--- config.mk ---
export PLATFORM = sky130hd
export DESIGN_NAME = bfs_ram
export DESIGN_NICKNAME = d
export VERILOG_FILES = /design/src/hw/rtl/bfs_ram.sv
export SDC_FILE = /design/constraint.sdc
export NUM_CORES = 1
export LEC_CHECK = 0
export BUFFER_PORTS_ARGS = -buffer_cell sky130_fd_sc_hd__buf_4
export CAP_MARGIN = 40
export CORE_UTILIZATION = 45
export DETAILED_ROUTE_END_ITERATION = 6
export PLACE_DENSITY = 0.66
export SYNTH_ARGS = -nofsm -noshare
export SYNTH_HDL_FRONTEND = slang
export SYNTH_SLANG_ARGS = --single-unit
export TNS_END_PERCENT = 1
--- constraint.sdc ---
create_clock -name clk_i -period 2.17 [get_ports clk_i]
set_clock_uncertainty 0.05 [all_clocks]
set_input_delay 0.217 -clock clk_i [delete_from_list [all_inputs] [get_ports clk_i]]
set_output_delay 0.217 -clock clk_i [all_outputs]
set_load 0.02 [all_outputs]
--- src/hw/rtl/bfs_ram.sv ---
module bfs_ram #(
  parameter int Width = 8,
  parameter int Depth = 16,
  localparam int Aw = (Depth > 1) ? $clog2(Depth) : 1
) (
  input  logic             clk_i,
  input  logic             we_i,
  input  logic [Aw-1:0]    waddr_i,
  input  logic [Width-1:0] wdata_i,
  input  logic [Aw-1:0]    raddr_i,
  output logic [Width-1:0] rdata_o
);

  logic [Width-1:0] mem_q [Depth];

  always_ff @(posedge clk_i) begin
    if (we_i) begin
      mem_q[waddr_i] <= wdata_i;
    end
    rdata_o <= mem_q[raddr_i];
  end

endmodule

* Word-level counts from Yosys, hierarchy flattened
Memory sizes are Yosys's and may differ from the RTL's. A register that Yosys moved wholly into a read port is not among the register bits.
Cells that the tools add are included.
** Word-level totals
- Bits in registers :: 0
- Bits in writable memories :: 128
- Input bits :: 18
- Output and inout port bits :: 8
- Memories :: 1
** Cells by class
- Mux-type cells :: 2
** Memory list
- mem_q :: depth 16, bits a word 8, read ports 1, clocked after memory_dff 1, write ports 1, RTL line 14 : logic [Width-1:0] mem_q [Depth];
** Operators with widths (count)
- 1-bit 2-to-1 mux :: 2

* Longest topological paths before layout
- Word-level depth :: 2
- Mapped depth :: 5
- Mapped depth without buffers :: 3

* Least setup slack after synthesis
OpenSTA, ideal clock, no wires.
- Path type :: input to register
- Start :: input waddr_i[2]
- End :: memory mem_q[0][0], enable pin
- Setup time :: 383 ps
- Arrival time :: 1327 ps
- Path slack :: 410 ps
- Cell stages on the path :: 2
- Path buffers :: 0
- Cell sequence :: or3b_2 nor3_1
** RTL lines
- start: declaration :: RTL line 8 : input logic [Aw-1:0] waddr_i,
- end: declaration :: RTL line 14
No word-level cell before the write port.

==> impl_metrics.tcl <==
set metrics [dict create \
    gp_congestion 0.721 \
    cts_max_level 4 \
    maxSlewHeadroom 0.573 \
    synth.avg_cell_area_um2 22.5 \
    antenna_found_initial 0 \
    synth_edf_count 128 \
    yosysMostFrequentCell "edfxtp_1" \
    dpl_cell_area_um2 5590 \
    p_leak_nw 2.07 \
    portBuffers 25 \
    yosysSeqAreaShare 0.778 \
    critPathLaunchType "register" \
    arrival_ns 1.62 \
    tightestPinTransition_ns 0.638 \
    worstSetupEndpointType "register" \
    critPathRequiredTime_ns 2.40 \
    combPwrFrac 0.053 \
    report.final.slew_viol_count 0 \
    period_share 0.641 \
    worstPathMaxFanout 1 \
    rsz0062_at_grt "false" \
    rows 38 \
    cts_root_buffer "clkbuf_16" \
    netlist_area_um2 5150 \
    path_clk_slew_ns 0.05 \
    ant_nets 0 \
    swShare 0.195 \
    path_cells "mux4_2 -> a22oi_1 -> nand2_1" \
    die_area_um2 11900 \
    clock_sinks 136 \
    clk_path_buf_depth 2 \
    critPathSlowestCell "mux4_2" \
    synth.top_cells.by_area "edfxtp_1 75%, mux4_2 7.9%, mux4_1 7.1%, dfxtp_1 3.1%, a22oi_1 2.3%" \
    status "finished, final reports clean" \
    nNetsFinal 300 \
    vias 2358 \
    synth_fp_nets 247 \
    wl_per_cell_um 21.4 \
    postCtsSetupBuffers 0 \
    cp_top_family "multiplexers" \
    grtUsageTotal 0.178 \
    numCtsBuffers 17 \
    synth_top_area_cell "edfxtp_1" \
    max-cap-violations 0 \
    area_delta_synth_final_pct 18.5 \
    synth_top_area_frac 0.747 \
    hold_path.class "in -> reg" \
    critPathKind "reg -> reg" \
    grt_pass1_vias 2455 \
    postSynthCellCount 229 \
    power_density_nw_per_um2 934 \
    fin_area_um2 6100 \
    cts_tree "yes" \
    antennaDiodeCount 0 \
    gr-total-overflow 0 \
    drive_above_1_share 0.288 \
    cts_hold_buf 0 \
    ios 26 \
    grt_pass1_wl_um 14400 \
    dp_hpwl_um 6010 \
    cts.repair.resized 0 \
    path_buf_inv 0 \
    synthArstFlopShare 0 \
    synth.ff_latch_count 136 \
    die_h_um 109 \
    start_util 0.469 \
    ys_types 19 \
    peakVddDrop_v 0.000563 \
    seqPwrFrac 0.519 \
    setup_viol 0 \
    hold_viol_final 0 \
    ys_warn_count 0 \
    grt_max_degree 33 \
    fin_setup_tns_ns 0 \
    drc 0 \
    chipWidth_um 109 \
    max_freq_mhz 719 \
    worstSkewPairLatency_ns 0.40 \
    drt-initial-drc-count 119 \
    dr.pass1.iters 4 \
    vias_per_cell 5.42 \
    drt_wl_total_um 9310 \
    p_clk_frac 0.427 \
    intPower_w 0.00458 \
    core-area_um2 11000 \
    p_sw_w 0.00111 \
    period_minus_slack_ns 1.39 \
    ys.flop_type "edfxtp_1" \
    synthTopCellsByCount "128 x edfxtp_1, 18 x mux4_2, 16 x a22oi_1, 14 x mux4_1, 13 x nor2_1" \
    slowest_delay_ns 0.47 \
    fill_cells 822 \
]
flip-flops by register name (all words and copies together), names as in the netlist:
register,count
rdata_o,8
mem_q,128
worst paths after layout:
path	from	to	slack, ns	depth (start not counted)
max reg2reg	mem_q[3][7]	rdata_o[7]	0.78	3
min reg2reg	mem_q[12][7]	rdata_o[7]	0.62	3
min	wdata_i[7]	mem_q[7][7]	0.08	1
max	mem_q[3][7]	rdata_o[7]	0.78	3
layout by cell type, fill, tap and decap left out, types with 4 or more instances in the layout:
cell type / count
edfxtp_1: 128
buf_4: 42
mux4_2: 18
clkbuf_16: 17
a22oi_1: 16
mux4_1: 14
nor2_1: 13
nand2_1: 9
clkbuf_1: 8
dfxtp_1: 8
nor3_1: 4
cell families after synthesis:
group,share of synthesized area
compound gates,0.0233
flops,0.778
mux,0.150
buf+inv,0.0168
simple gates,0.0318
routing by layer:
layer / track usage / routed length, um
met1: 0.229 / 4200
met2: 0.291 / 4720
met4: 0.0695 / 67
met5: 0 / 0
met3: 0.0454 / 321
layout make-up:
type | count | area (um2) | share of cell area
flip-flops and latches | 136 | 4000 | 0.656
multi-input cells | 83 | 1060 | 0.173
well taps | 140 | 175 | 0.0287
clock buffers | 27 | 483 | 0.0792
repair buffers | 44 | 355 | 0.0583
clock inverters | 5 | 25.0 | 0.00410
power groups by stage:
stage / Clock, W / Combinational [W] / Sequential (W)
floorplan: 0 / 0.000149 / 0.00303
finish: 0.00243 / 0.000303 / 0.00296
CTS: 0.00248 / 0.000309 / 0.00296
global placement: 0 / 0.000303 / 0.00301
global route: 0.00259 / 0.000333 / 0.00296
detailed placement: 0 / 0.000308 / 0.00301
metrics by stage:
step	hold slack [ns]	instances	total power [W]	setup WS [ns]	utilization
final	0.0800	435	0.00570	0.780	0.555
after CTS	0.0729	435	0.00575	0.779	0.555
after global routing	0.0867	435	0.00589	0.720	0.555
after global placement	0.480	403	0.00331	0.404	0.509
after detailed placement	0.491	403	0.00332	0.402	0.509
after floorplan	0.266	229	0.00317	0.410	-
Power figures use the tool's default switching activity.
